**src/tcp_active_open_engine_assert.svh**
```systemverilog
// ---------------------------------------------------------------------------
// Assertion macros for the TCP active open engine
// Shorthand for clocked concurrent assertions, with and without reset gating.
// ---------------------------------------------------------------------------
`ifndef TCP_ACTIVE_OPEN_ENGINE_ASSERT_SVH
`define TCP_ACTIVE_OPEN_ENGINE_ASSERT_SVH

// checked only while out of reset
`define TAO_ASSERT(lbl, prop) \
  lbl: assert property (@(posedge clk_i) disable iff (!rst_ni) prop) \
    else $error("tcp_active_open_engine assertion failed");

// checked at every edge
`define TAO_ASSERT_ALWAYS(lbl, prop) \
  lbl: assert property (@(posedge clk_i) prop) \
    else $error("tcp_active_open_engine assertion failed");

`endif

```
**src/tcpao_pkg.sv**
```systemverilog
// ---------------------------------------------------------------------------
// TCP active open engine package
// Payload types, command record, register map and checksum helper.
// ---------------------------------------------------------------------------
package tcpao_pkg;

  typedef struct packed {
    logic        kind;
    logic [15:0] ether_type;
    logic [15:0] arp_opcode;
    logic [47:0] reply_mac;
    logic [31:0] source_ip;
    logic [7:0]  seg_flags;
    logic [31:0] peer_seq;
  } in_item_t;

  typedef struct packed {
    logic [7:0] frame_byte;
    logic       last_byte;
    logic [1:0] phase;
  } out_item_t;

  typedef struct packed {
    logic [47:0] own_mac;
    logic [31:0] own_ip;
    logic [31:0] peer_ip;
    logic [31:0] initial_seq;
    logic [15:0] own_port;
    logic [15:0] peer_port;
    logic [15:0] window_size;
    logic [7:0]  time_to_live;
  } cfg_t;

  typedef struct packed {
    logic        is_arp;
    logic [1:0]  phase;
    logic [47:0] mac;
    logic [31:0] seq;
    logic [31:0] ack;
    logic [7:0]  flags;
  } cmd_t;

  typedef enum logic [2:0] {
    REG_OWN_MAC     = 3'd0,
    REG_OWN_IP      = 3'd1,
    REG_PEER_IP     = 3'd2,
    REG_INITIAL_SEQ = 3'd3,
    REG_OWN_PORT    = 3'd4,
    REG_PEER_PORT   = 3'd5,
    REG_WINDOW_SIZE = 3'd6,
    REG_TTL         = 3'd7
  } reg_idx_e;

  localparam logic [1:0]  PH_IDLE    = 2'd0;
  localparam logic [1:0]  PH_ARP     = 2'd1;
  localparam logic [1:0]  PH_SYNACK  = 2'd2;
  localparam logic [1:0]  PH_ESTAB   = 2'd3;

  localparam logic [15:0] ETH_ARP    = 16'h0806;
  localparam logic [15:0] ETH_IPV4   = 16'h0800;
  localparam logic [15:0] ARP_REPLY  = 16'd2;
  localparam logic [7:0]  FL_SYNACK  = 8'h12;
  localparam logic [7:0]  FL_SYN     = 8'h02;
  localparam logic [7:0]  FL_ACK     = 8'h10;

  localparam logic [5:0]  ARP_LAST   = 6'd41;
  localparam logic [5:0]  TCP_LAST   = 6'd53;
  localparam int          QDEPTH     = 2;

  function automatic logic [15:0] fold_not(input logic [19:0] s);
    logic [16:0] a;
    logic [16:0] b;
    a = {13'd0, s[19:16]} + {1'b0, s[15:0]};
    b = {16'd0, a[16]} + {1'b0, a[15:0]};
    return ~b[15:0];
  endfunction

endpackage

```
**src/tcpao_front.sv**
```systemverilog
// ---------------------------------------------------------------------------
// TCP active open front end
// Accepts items, tracks connection state and queues frame commands.
// ---------------------------------------------------------------------------
module tcpao_front (
  input  logic               clk_i,
  input  logic               rst_ni,
  input  tcpao_pkg::cfg_t     cfg_i,
  input  logic               in_valid_i,
  output logic               in_ready_o,
  input  tcpao_pkg::in_item_t in_i,
  output logic               push_o,
  input  logic               q_ready_i,
  output tcpao_pkg::cmd_t     cmd_o
);
  import tcpao_pkg::*;

  logic [1:0]  phase_q, phase_d;
  logic [31:0] seq_q, seq_d;
  logic [47:0] mac_q, mac_d;
  logic        arp_hit, syn_hit, acc;

  assign in_ready_o = q_ready_i;
  assign acc = in_valid_i && q_ready_i;

  always_comb begin
    arp_hit = (phase_q == PH_ARP) && (in_i.ether_type == ETH_ARP) &&
              (in_i.arp_opcode == ARP_REPLY);
    syn_hit = (phase_q == PH_SYNACK) && (in_i.ether_type == ETH_IPV4) &&
              (in_i.source_ip == cfg_i.peer_ip) && (in_i.seg_flags == FL_SYNACK);
    phase_d = phase_q;
    seq_d   = seq_q;
    mac_d   = mac_q;
    push_o  = 1'b0;
    cmd_o   = '0;
    if (!in_i.kind) begin
      push_o       = acc;
      cmd_o.is_arp = 1'b1;
      cmd_o.phase  = PH_ARP;
      if (acc) begin
        phase_d = PH_ARP;
        seq_d   = cfg_i.initial_seq;
      end
    end else if (arp_hit) begin
      push_o      = acc;
      cmd_o.phase = PH_SYNACK;
      cmd_o.mac   = in_i.reply_mac;
      cmd_o.seq   = seq_q;
      cmd_o.flags = FL_SYN;
      if (acc) begin
        phase_d = PH_SYNACK;
        mac_d   = in_i.reply_mac;
      end
    end else if (syn_hit) begin
      push_o      = acc;
      cmd_o.phase = PH_ESTAB;
      cmd_o.mac   = mac_q;
      cmd_o.seq   = seq_q + 32'd1;
      cmd_o.ack   = in_i.peer_seq + 32'd1;
      cmd_o.flags = FL_ACK;
      if (acc) begin
        phase_d = PH_ESTAB;
        seq_d   = seq_q + 32'd1;
      end
    end
  end

  always_ff @(posedge clk_i or negedge rst_ni) begin
    if (!rst_ni) begin
      phase_q <= PH_IDLE;
      seq_q   <= '0;
      mac_q   <= '0;
    end else begin
      phase_q <= phase_d;
      seq_q   <= seq_d;
      mac_q   <= mac_d;
    end
  end

endmodule

```
**src/tcpao_fifo.sv**
```systemverilog
// ---------------------------------------------------------------------------
// TCP active open command queue
// Small FIFO between the front end and the frame builder.
// ---------------------------------------------------------------------------
module tcpao_fifo (
  input  logic           clk_i,
  input  logic           rst_ni,
  input  logic           push_i,
  output logic           ready_o,
  input  tcpao_pkg::cmd_t data_i,
  output logic           valid_o,
  input  logic           pop_i,
  output tcpao_pkg::cmd_t data_o
);
  import tcpao_pkg::*;

  localparam int PW = $clog2(QDEPTH);

  cmd_t          mem_q [QDEPTH];
  logic [PW-1:0] wp_q, rp_q;
  logic [PW:0]   cnt_q;

  assign ready_o = (cnt_q != (PW+1)'(QDEPTH));
  assign valid_o = (cnt_q != '0);
  assign data_o  = mem_q[rp_q];

  always_ff @(posedge clk_i) begin
    if (push_i) begin
      mem_q[wp_q] <= data_i;
    end
  end

  always_ff @(posedge clk_i or negedge rst_ni) begin
    if (!rst_ni) begin
      wp_q  <= '0;
      rp_q  <= '0;
      cnt_q <= '0;
    end else begin
      if (push_i) begin
        wp_q <= (wp_q == PW'(QDEPTH - 1)) ? '0 : wp_q + PW'(1);
      end
      if (pop_i) begin
        rp_q <= (rp_q == PW'(QDEPTH - 1)) ? '0 : rp_q + PW'(1);
      end
      cnt_q <= cnt_q + (PW+1)'(push_i) - (PW+1)'(pop_i);
    end
  end

endmodule

```
**src/tcpao_back.sv**
```systemverilog
// ---------------------------------------------------------------------------
// TCP active open frame builder
// Computes checksums and streams ARP or TCP frames one byte per beat.
// ---------------------------------------------------------------------------
module tcpao_back (
  input  logic                clk_i,
  input  logic                rst_ni,
  input  tcpao_pkg::cfg_t      cfg_i,
  input  logic                q_valid_i,
  input  tcpao_pkg::cmd_t      cmd_i,
  output logic                pop_o,
  output logic                out_valid_o,
  input  logic                out_ready_i,
  output tcpao_pkg::out_item_t out_o
);
  import tcpao_pkg::*;

  typedef enum logic [1:0] {S_IDLE, S_SUM, S_FOLD, S_SEND} state_e;

  state_e      state_q;
  cmd_t        cur_q;
  logic [5:0]  idx_q;
  logic [19:0] addr_q, hdr_q, num_q;
  logic [15:0] ipck_q, tcpck_q;
  logic        ov_q;
  out_item_t   out_q;
  logic [431:0] frame;
  logic [5:0]  sel, last_idx;
  logic        take;

  assign out_valid_o = ov_q;
  assign out_o       = out_q;
  assign pop_o       = (state_q == S_IDLE) && q_valid_i;
  assign take        = !ov_q || out_ready_i;
  assign last_idx    = cur_q.is_arp ? ARP_LAST : TCP_LAST;
  assign sel         = TCP_LAST - idx_q;

  always_comb begin
    if (cur_q.is_arp) begin
      frame = {48'hFFFF_FFFF_FFFF, cfg_i.own_mac, ETH_ARP, 16'd1, ETH_IPV4,
               8'd6, 8'd4, 16'd1, cfg_i.own_mac, cfg_i.own_ip, 48'd0,
               cfg_i.peer_ip, 96'd0};
    end else begin
      frame = {cur_q.mac, cfg_i.own_mac, ETH_IPV4, 8'h45, 8'h00, 16'd40,
               32'd0, cfg_i.time_to_live, 8'd6, ipck_q, cfg_i.own_ip,
               cfg_i.peer_ip, cfg_i.own_port, cfg_i.peer_port, cur_q.seq,
               cur_q.ack, 8'h50, cur_q.flags, cfg_i.window_size, tcpck_q, 16'd0};
    end
  end

  always_ff @(posedge clk_i) begin
    if (pop_o) begin
      cur_q <= cmd_i;
    end
    if (state_q == S_SUM) begin
      addr_q <= 20'(cfg_i.own_ip[31:16]) + 20'(cfg_i.own_ip[15:0]) +
                20'(cfg_i.peer_ip[31:16]) + 20'(cfg_i.peer_ip[15:0]);
      hdr_q  <= 20'(cfg_i.own_port) + 20'(cfg_i.peer_port) +
                20'(cfg_i.window_size) + 20'({8'h50, cur_q.flags}) + 20'd26;
      num_q  <= 20'(cur_q.seq[31:16]) + 20'(cur_q.seq[15:0]) +
                20'(cur_q.ack[31:16]) + 20'(cur_q.ack[15:0]);
    end
    if (state_q == S_FOLD) begin
      ipck_q  <= fold_not(addr_q + 20'h4500 + 20'd40 + 20'({cfg_i.time_to_live, 8'd6}));
      tcpck_q <= fold_not(addr_q + hdr_q + num_q);
    end
    if ((state_q == S_SEND) && take) begin
      out_q.frame_byte <= frame[{sel, 3'b000} +: 8];
      out_q.last_byte  <= (idx_q == last_idx);
      out_q.phase      <= cur_q.phase;
    end
  end

  always_ff @(posedge clk_i or negedge rst_ni) begin
    if (!rst_ni) begin
      state_q <= S_IDLE;
      idx_q   <= '0;
      ov_q    <= 1'b0;
    end else begin
      ov_q <= ((state_q == S_SEND) && take) || (ov_q && !out_ready_i);
      case (state_q)
        S_IDLE: begin
          idx_q <= '0;
          if (q_valid_i) begin
            state_q <= S_SUM;
          end
        end
        S_SUM:  state_q <= S_FOLD;
        S_FOLD: state_q <= S_SEND;
        S_SEND: begin
          if (take) begin
            idx_q <= idx_q + 6'd1;
            if (idx_q == last_idx) begin
              state_q <= S_IDLE;
            end
          end
        end
        default: state_q <= S_IDLE;
      endcase
    end
  end

endmodule

```
**src/tcp_active_open_engine.sv**
```systemverilog
// ---------------------------------------------------------------------------
// TCP active open engine
// Client side TCP open with ARP resolution; emits frames one byte per beat.
// ---------------------------------------------------------------------------
//  channel | handshake          | payload
//  in      | in_valid/in_ready  | in_i   (in_item_t)
//  out     | out_valid/out_ready| out_o  (out_item_t)
//  cfg     | psel/penable/pwrite| paddr, pwdata, prdata (64 bit)
//
//  A frame is prepared by load, partial sums and checksum fold; the byte
//  serializer then sends its 42 (ARP) or 54 (TCP) bytes and loads no new
//  frame before the last is issued. Items that emit nothing push no command.
//  A two-entry command queue lets the front end keep accepting while the
//  serializer is stalled. Reset clears phase, sequence and peer MAC.
module tcp_active_open_engine (
  input  logic                clk_i,
  input  logic                rst_ni,
  input  logic                in_valid_i,
  output logic                in_ready_o,
  input  tcpao_pkg::in_item_t  in_i,
  output logic                out_valid_o,
  input  logic                out_ready_i,
  output tcpao_pkg::out_item_t out_o,
  input  logic                psel,
  input  logic                penable,
  input  logic                pwrite,
  input  logic [5:0]          paddr,
  input  logic [63:0]         pwdata,
  output logic [63:0]         prdata,
  output logic                pready
);
  import tcpao_pkg::*;

  cfg_t     cfg_q;
  reg_idx_e widx;
  logic     push, q_ready, q_valid, pop;
  cmd_t     cmd_in, cmd_out;

  assign pready = 1'b1;
  assign widx   = reg_idx_e'(paddr[5:3]);

  always_ff @(posedge clk_i or negedge rst_ni) begin
    if (!rst_ni) begin
      cfg_q.own_mac      <= '0;
      cfg_q.own_ip       <= '0;
      cfg_q.peer_ip      <= '0;
      cfg_q.initial_seq  <= '0;
      cfg_q.own_port     <= 16'd52000;
      cfg_q.peer_port    <= 16'd80;
      cfg_q.window_size  <= 16'd14600;
      cfg_q.time_to_live <= 8'd255;
    end else if (psel && penable && pwrite) begin
      case (widx)
        REG_OWN_MAC:     cfg_q.own_mac      <= pwdata[47:0];
        REG_OWN_IP:      cfg_q.own_ip       <= pwdata[31:0];
        REG_PEER_IP:     cfg_q.peer_ip      <= pwdata[31:0];
        REG_INITIAL_SEQ: cfg_q.initial_seq  <= pwdata[31:0];
        REG_OWN_PORT:    cfg_q.own_port     <= pwdata[15:0];
        REG_PEER_PORT:   cfg_q.peer_port    <= pwdata[15:0];
        REG_WINDOW_SIZE: cfg_q.window_size  <= pwdata[15:0];
        REG_TTL:         cfg_q.time_to_live <= pwdata[7:0];
        default: ;
      endcase
    end
  end

  always_comb begin
    case (widx)
      REG_OWN_MAC:     prdata = {16'd0, cfg_q.own_mac};
      REG_OWN_IP:      prdata = {32'd0, cfg_q.own_ip};
      REG_PEER_IP:     prdata = {32'd0, cfg_q.peer_ip};
      REG_INITIAL_SEQ: prdata = {32'd0, cfg_q.initial_seq};
      REG_OWN_PORT:    prdata = {48'd0, cfg_q.own_port};
      REG_PEER_PORT:   prdata = {48'd0, cfg_q.peer_port};
      REG_WINDOW_SIZE: prdata = {48'd0, cfg_q.window_size};
      REG_TTL:         prdata = {56'd0, cfg_q.time_to_live};
      default:         prdata = '0;
    endcase
  end

  tcpao_front u_front (
    .clk_i, .rst_ni, .cfg_i(cfg_q), .in_valid_i, .in_ready_o, .in_i,
    .push_o(push), .q_ready_i(q_ready), .cmd_o(cmd_in)
  );

  tcpao_fifo u_fifo (
    .clk_i, .rst_ni, .push_i(push), .ready_o(q_ready), .data_i(cmd_in),
    .valid_o(q_valid), .pop_i(pop), .data_o(cmd_out)
  );

  tcpao_back u_back (
    .clk_i, .rst_ni, .cfg_i(cfg_q), .q_valid_i(q_valid), .cmd_i(cmd_out),
    .pop_o(pop), .out_valid_o, .out_ready_i, .out_o
  );

`include "tcp_active_open_engine_assert.svh"

  `TAO_ASSERT(a_phase_set, out_valid_o |-> (out_o.phase != PH_IDLE))
  `TAO_ASSERT(a_no_double_last,
    (out_valid_o && out_ready_i && out_o.last_byte) |=> !(out_valid_o && out_o.last_byte))
  `TAO_ASSERT_ALWAYS(a_pready, pready)

endmodule

```
**config.mk**
```make
export PLATFORM = sky130hd
export DESIGN_NAME = tcp_active_open_engine
export DESIGN_NICKNAME = d
export VERILOG_FILES = /design/src/tcpao_pkg.sv /design/src/tcpao_front.sv /design/src/tcpao_fifo.sv /design/src/tcpao_back.sv /design/src/tcp_active_open_engine.sv
export VERILOG_INCLUDE_DIRS = /design/src /design/src/src
export SDC_FILE = /design/constraint.sdc
export NUM_CORES = 2
export LEC_CHECK = 0
export ABC_AREA = 1
export BUFFER_PORTS_ARGS = -buffer_cell sky130_fd_sc_hd__buf_2
export CORE_ASPECT_RATIO = 1.25
export CORE_MARGIN = 4
export CORE_UTILIZATION = 53
export CTS_BUF_LIST = sky130_fd_sc_hd__clkbuf_4 sky130_fd_sc_hd__clkbuf_8 sky130_fd_sc_hd__clkbuf_16
export DETAILED_ROUTE_END_ITERATION = 10
export PLACE_DENSITY_LB_ADDON = 0.1
export REMOVE_ABC_BUFFERS = 1
export SYNTH_ARGS = -nofsm -noshare
export SYNTH_HDL_FRONTEND = slang
export SYNTH_SLANG_ARGS = --single-unit
```
**constraint.sdc**
```tcl
create_clock -name clk_i -period 9.71 [get_ports clk_i]
set_input_delay 1.4565 -clock clk_i [delete_from_list [all_inputs] [get_ports clk_i]]
set_output_delay 1.4565 -clock clk_i [all_outputs]
set_load 0.02 [all_outputs]
```
; ---- Yosys cells after proc, flatten, opt, wreduce, memory -nomap -nowiden
; Memory sizes are Yosys's and may differ from the RTL's. A register that Yosys moved wholly into a read port is not among the register bits.
; Cells that the tools add are included.
[totals]
ff_bits = 398
latchBits = 0
mem_bits_rw = 246
romBits = 0
out_inout_bits = 78
word_cells = 151
n_memories = 1
[mem_list]
columns = name, depth, width, read_ports, rd_clocked_by_memory_dff, wr, line_no
row1 = u_fifo.mem_q, 2, 123, 1, 1, 1, tcpao_fifo.sv:19  ; cmd_t mem_q [QDEPTH];
[op_classes]
addsub = 27
n_mul = 0
n_div = 0
n_lt_le_gt_ge = 0
n_eq_ne = 28
shifts = 1
mux = 34
bitwise = 2
reduce_logical = 33
[op_table]
columns = op, n
row1 = $pmux 64 s8, 1
row2 = $mux 432, 1
row3 = $shiftx 432x10->8, 1
row4 = $mux 32, 6
row5 = $mux 122, 1
row6 = $add 20x16->20, 6
row7 = $mux 120, 1
row8 = $mux 82, 1
row9 = $add 32x1->32 const B, 2
row10 = $add 16x16->17, 3
row11 = $add 20x20->20, 2
row12 = $add 4x16->17, 2
row13 = $add 1x16->16, 2
row14 = $eq 16x12->1 const B, 2
row15 = $eq 32x32->1, 1
row16 = $not 16->16, 2
row17 = $add 20x15->20, 1
row18 = $add 20x15->20 const B, 1
row19 = $add 20x5->20 const B, 1
row20 = $add 20x6->20 const B, 1
row21 = $mux 2, 10
row22 = $reduce_and 2->1, 9
row23 = $eq 16x2->1 const B, 1
row24 = $eq 3x3->1 const B, 4
row25 = other kinds (29), 63

; ---- Logic depth before layout (Yosys ltp)
[depth]
ltp_word = 9
ltp_mapped = 42
depth_no_buf = 42

; ---- Cells and area by module
; Synthesis repeated with hierarchy kept, for this count alone.
[unflattened]
cells_unflattened = 5346
area_unflattened_um2 = 45293.4
[modules_own_cells]
columns = module, instances, cells_each, area_each_um2, seq_area_each_um2
row1 = tcpao_back, 1, 2322, 19525.0, 6861.6
row2 = tcp_active_open_engine, 1, 1095, 9303.9, 5031.1
row3 = tcpao_fifo, 1, 667, 9275.1, 7487.2
row4 = tcpao_front, 1, 1262, 7189.4, 2052.0

; ---- Least setup slack after synthesis
; OpenSTA, ideal clock, no wires.
[synth_timing]
kind = input port to flip-flop
from = in in_i[143] (netlist name)
to = mem u_fifo.mem_q[1][100] (netlist name) (enable)
setup_time_ns = 0.595
arrival_time_ns = 7.419
path_slack_ns = 1.696
stages = 9
path_buffers = 0
path_cell_list = nor2_1 > nand2_1 > nor4_1 > nand2_1 > nor4_1 > nand2_1 > nand3_1 > nand2_1 > nor2_1
[synth_between]
elab_chain_cells = 9
elab_cells_between_ends = 12
cone_classes = eq/ne: 2 / mux: 5 / reduce/logical: 5
[synth_lines]
columns = item, line_no
row1 = "start, declared", tcp_active_open_engine.sv:20  ; input tcpao_pkg::in_item_t in_i,
row2 = $eq 16x12->1, tcpao_front.sv:29  ; syn_hit = (phase_q == PH_SYNACK) && (in_i.ether_type == ETH_IPV4) &&
row3 = $logic_and 1x1->1 (2 in series), tcpao_front.sv:29
row4 = $logic_and 1x1->1, tcpao_front.sv:30  ; (in_i.source_ip == cfg_i.peer_ip) && (in_i.seg_flags == FL_SYNACK);
row5 = $mux 1, tcpao_front.sv:54  ; end else if (syn_hit) begin
row6 = $mux 1 *, tcpao_front.sv:44  ; end else if (arp_hit) begin
row7 = $mux 1 *, tcpao_front.sv:36  ; if (!in_i.kind) begin
row8 = $mux 1 *, tcpao_fifo.sv:28  ; if (push_i) begin
row9 = $mux 1 (implied by the code) *, tcpao_fifo.sv:29  ; mem_q[wp_q] <= data_i;
row10 = "end, declared", tcpao_fifo.sv:19
; Mark *: on every way between the ends. The rest lies on a longest branch, timed or not.

; ---- Worst setup path after layout
[layout_timing]
from = reg u_back.addr_q[1]
to = reg u_back.tcpck_q[12] (data pin)
[layout_between]
elab_chain_cells = 5
[layout_lines]
columns = item, line_no
row1 = "start, declared", tcpao_back.sv:23  ; logic [19:0] addr_q, hdr_q, num_q;
row2 = "start signal, assigned", tcpao_back.sv:56  ; addr_q <= 20'(cfg_i.own_ip[31:16]) + 20'(cfg_i.own_ip[15:0]) +
row3 = $add 20x20->20 (2 in series), tcpao_back.sv:65  ; tcpck_q <= fold_not(addr_q + hdr_q + num_q);
row4 = $add 4x16->17, tcpao_pkg.sv:73  ; a = {13'd0, s[19:16]} + {1'b0, s[15:0]};
row5 = $add 1x16->16, tcpao_pkg.sv:74  ; b = {16'd0, a[16]} + {1'b0, a[15:0]};
row6 = $not 16->16, tcpao_pkg.sv:75  ; return ~b[15:0];
row7 = "end signal, assigned", tcpao_back.sv:65
row8 = "end, declared", tcpao_back.sv:24  ; logic [15:0] ipck_q, tcpck_q;
; No other way between the ends.
; A chain may end at the register's enable or synchronous reset.

==> parameters.txt <==
Parameter                              Value

Power and ir drop
  Share of power burned in combinational logic    0.579
  Clock power frac    0.152
  Ratio of total power to cell area    about 420 nW/um^2
  Leak Pwr    22.0 nW
  Int Power    between 0.01 and 0.015 W
  Part of the total power dissipated in sequential elements    0.269
  Sw frac    0.498
  Largest voltage drop on the vdd net    318 uV
  Overall power    approximately 0.020 W
  Net load switching power    0.0102 W

STA
  Worst setup slack after layout    3.19 ns
  Final-report hold violation count    0
  Final setup TNS    0 ns
  Number of pins with negative max-slew slack in the final report    0
  Final worst clock skew    ~0.044 ns
  Post-layout min period    between 6 and 7 ns
  Achievable frequency    153 MHz
  Headroom to the max-slew limit    0.203
  Slew of the pin with the lowest slew margin    roughly 1.2 ns
  Setup violation total in the final timing report    0
  RSZ-0062 raised after global routing    false
  Post-route fraction of the period consumed by the critical path    0.671

Global route
  Largest net degree at the start of global routing    119
  Overflow after GRT    0
  Number of antenna violations at the first check in global routing    6
  Total global-route track usage    0.352
  Global-route wire length before repair    about 230,000 um
  Number of global-route vias before repair    around 35k

Placement
  Count of port buffers added during placement    271
  GP Congestion    ~1.0
  Total placed cells including tap cells    between 6k and 7k
  Pre-CTS WS    about 3.1 ns
  Half-perimeter wire length of the detailed placement result    117,000 um

Synthesis
  Count of mapped cells out of synthesis    5,051
  Synthesis Warnings    0
  Count of cell types in the netlist    70
  Number of register bits inferred by synthesis    approximately 740
  Register area share after synthesis    0.480
  Cell area after synthesis    roughly 44,000 um^2
  Avg Inst Size Synth    between 8 and 9 um^2
  Post-synth EDFFs    449
  Ys flop type    edfxtp_1
  Async set-reset flop share out of synthesis    0.397

Drt
  Vias per std cell    between 5 and 6
  Detailed-route DRC error count    0
  Final ANT Viol Nets    0
  Average wire per standard cell    ~24 um
  Total via count in the routed design    37.5k
  First-iteration detailed-routing DRC count    between 4k and 5k
  Routed wire length    approximately 160,000 um
  Detailed-router iteration count before antenna repair    9

Flow run
  Max-cap viol count    0

Critical path
  FF-to-FF path depth    34
  Crit-path max cell delay    0.52 ns
  CP dominant cell by count    nand3_1
  Required arrival time at the worst endpoint    slightly above 10 ns
  Type of origin of the critical path    flip-flop
  Worst setup path endpoint    u_back.tcpck_q[12]$_DFFE_PP_
  Capturing element type of the critical path    flip-flop
  Worst-case register-to-register setup slack    3.19 ns
  Max FO, Critical Path    5
  Crit-path slowest cell    fa_1
  CP startpoint    u_back.addr_q[1]$_DFFE_PN_
  Reg-to-Reg Start    u_back.addr_q[1]$_DFFE_PN_
  RR Endpoint    u_back.tcpck_q[12]$_DFFE_PP_
  Worst EP arrival    6.90 ns
  Crit path kind    flip-flop to flip-flop

Clocking
  Number of buffers created by CTS    80
  Buffers from clock root to sink, at most    3
  Post-CTS Setup Inserts    0
  H-Tree Depth    3
  Clock insertion delay at the later pin of the skew report    0.68 ns
  Clock transition time at the flip-flop clock pins of the worst setup and hold paths    around 0.060 ns
  Number of hold buffers added after CTS    0
  Clock tree root buffer cell    clkbuf_16
  Clock sink total    roughly 740
  TritonCTS clock tree    yes
  Count of instances resized after the clock tree is built    0

Layout
  Top library cells by usage in the layout, fill and taps aside    nand2_1, inv_1, o21ai_0
  Leading cell type in the layout, fill and taps excluded    nand2_1
  Post-layout nets    around 5.8k
  Area growth from synthesis to layout    11.6%
  End-of-flow core utilization    0.597
  Number of fillers in the final layout    roughly 7.3k
  Filler-free cell count of the finished design    about 6.4k
  Ratio of cells with drive above 1 in the final layout    0.112

Die
  Initial cell density of the core    0.535
  Area of the core    81,400 um^2
  Die area    a little under 90,000 um^2
  Count of boundary I/O pins    308
  Vertical extent of the die    about 330 um
  Die width    around 260 um
  Floorplan row count    about 120

Outcome
  Run status    finished clean

Hold path
  Type of the worst min-delay path    flip-flop to flip-flop
==> critical path, delay by kind of cell, from the launching register on <==
kind	cells	cell delay, ns
simple gates	21	2.75
fa+ha+maj	6	2.08
flops	1	0.47
compound gates	2	0.37
xor+xnor	2	0.31
buf+inv	3	0.26
==> stage by stage <==
step | area [um^2] | hold WS [ns]
2_1_floorplan | 42700 | 0.400
3_3_place_gp | 45900 | 0.456
3_5_place_dp | 45900 | 0.467
4_1_cts | 48600 | 0.480
5_1_grt | 48600 | 0.503
6_report | 48600 | 0.485
==> power by group through the flow <==
| stage | sequential (W) | combinational (W) | clock [W] |
|---|---|---|---|
| 6_report | 0.00549 | 0.0118 | 0.00310 |
| 5_1_grt | 0.00555 | 0.0131 | 0.00326 |
| 4_1_cts | 0.00547 | 0.0117 | 0.00313 |
| 3_5_place_dp | 0.00552 | 0.0117 | 0 |
| 3_3_place_gp | 0.00551 | 0.0115 | 0 |
| 2_1_floorplan | 0.00532 | 0.00785 | 0 |
==> how the worst min path moves through the flow <==
| stage | from | end | cells after the start |
|---|---|---|---|
| after floorplan | u_back.cur_q[120]$_DFFE_PP_ | u_back.out_o[0]$_DFFE_PP_ | 0 |
| after global placement | u_fifo.wp_q$_DFFE_PN0P_ | u_fifo.wp_q$_DFFE_PN0P_ | 2 |
| after detailed placement | u_fifo.wp_q$_DFFE_PN0P_ | u_fifo.wp_q$_DFFE_PN0P_ | 2 |
| after CTS | u_fifo.wp_q$_DFFE_PN0P_ | u_fifo.wp_q$_DFFE_PN0P_ | 2 |
| after global routing | cfg_q[64]$_DFFE_PN0P_ | cfg_q[64]$_DFFE_PN0P_ | 2 |
| final | u_fifo.wp_q$_DFFE_PN0P_ | u_fifo.wp_q$_DFFE_PN0P_ | 2 |
==> sequential cells by signal (all words and copies together) (netlist names) <==
signal              count
u_back.out_valid_o      1
u_front.phase_q         2
u_back.idx_q            6
u_fifo.rp_q             1
u_back.state_q          2
u_fifo.cnt_q            2
u_back.addr_q          18
u_fifo.mem_q          234
u_back.tcpck_q         16
cfg_q                 200
u_back.hdr_q           19
u_front.mac_q          48
u_front.seq_q          32
u_back.cur_q          117
u_back.ipck_q          16
u_fifo.wp_q             1
u_back.num_q           18
u_back.out_o           11
==> per-layer routing <==
layer  vias to the layer above  routed length, um  GRT usage
met5                         -                 51          0
met4                         8              10600      0.204
met3                       410              13300     0.0577
met2                      1826              70600      0.552
met1                     17800              61800      0.464
li1                      17400                  -          -
==> final cells by class <==
type	count	area (um^2)	share of cell area
well taps	1071	1340	0.0276
flip-flops and latches	744	20900	0.430
repair buffers	327	1810	0.0373
multi-input cells	3462	19400	0.399
diodes	2	5.00	0.000103
clock inverters	47	483	0.00995
inverters	652	2450	0.0505
clock buffers	99	2190	0.0451
==> synthesized netlist by cell type (8+ instances only) <==
cell | n | area (um^2)
nand2_1 | 1280 | 4800
inv_1 | 630 | 2360
o21ai_0 | 483 | 2420
edfxtp_1 | 449 | 13500
nor2_1 | 276 | 1040
dfrtp_1 | 274 | 6860
a21oi_1 | 266 | 1330
nand3_1 | 200 | 1000
ha_1 | 191 | 2390
clkbuf_1 | 136 | 510
xor2_1 | 95 | 832
o22ai_1 | 92 | 576
fa_1 | 62 | 1240
nand4_1 | 53 | 332
nor3_1 | 51 | 255
xnor2_1 | 47 | 412
o21ai_1 | 37 | 185
o211ai_1 | 36 | 270
buf_2 | 33 | 165
a22oi_1 | 32 | 240
buf_4 | 21 | 158
dfstp_2 | 21 | 552
nand2_2 | 21 | 131
nor4_1 | 20 | 125
o2111ai_1 | 18 | 158
buf_1 | 17 | 63.8
a221oi_1 | 16 | 140
a31oi_1 | 16 | 100
nor2_2 | 15 | 93.8
inv_2 | 14 | 52.6
o221ai_1 | 14 | 123
or2_2 | 12 | 75.1
a21boi_0 | 11 | 82.6
nand3_2 | 10 | 100
o31ai_1 | 10 | 75.1
clkinv_1 | 8 | 30.0
o21bai_1 | 8 | 60.1
==> cells by family (layout without fill, tap and decap cells) <==
logic type / Yosys count / count (layout) / share of synthesized area
XOR/XNOR: 144 / 144 / 0.0293
flip-flops: 744 / 744 / 0.480
adder cells (fa/ha/maj): 253 / 253 / 0.0834
buffers and inverters: 860 / 1125 / 0.0771
AND/OR/NAND/NOR: 1969 / 1969 / 0.190
AO/OA/AOI/OAI: 1078 / 1078 / 0.140
other: 2 / 19 / 0.000173
multiplexers: 1 / 1 / 0.000230
Note: power is estimated with default switching activity, not from simulation.
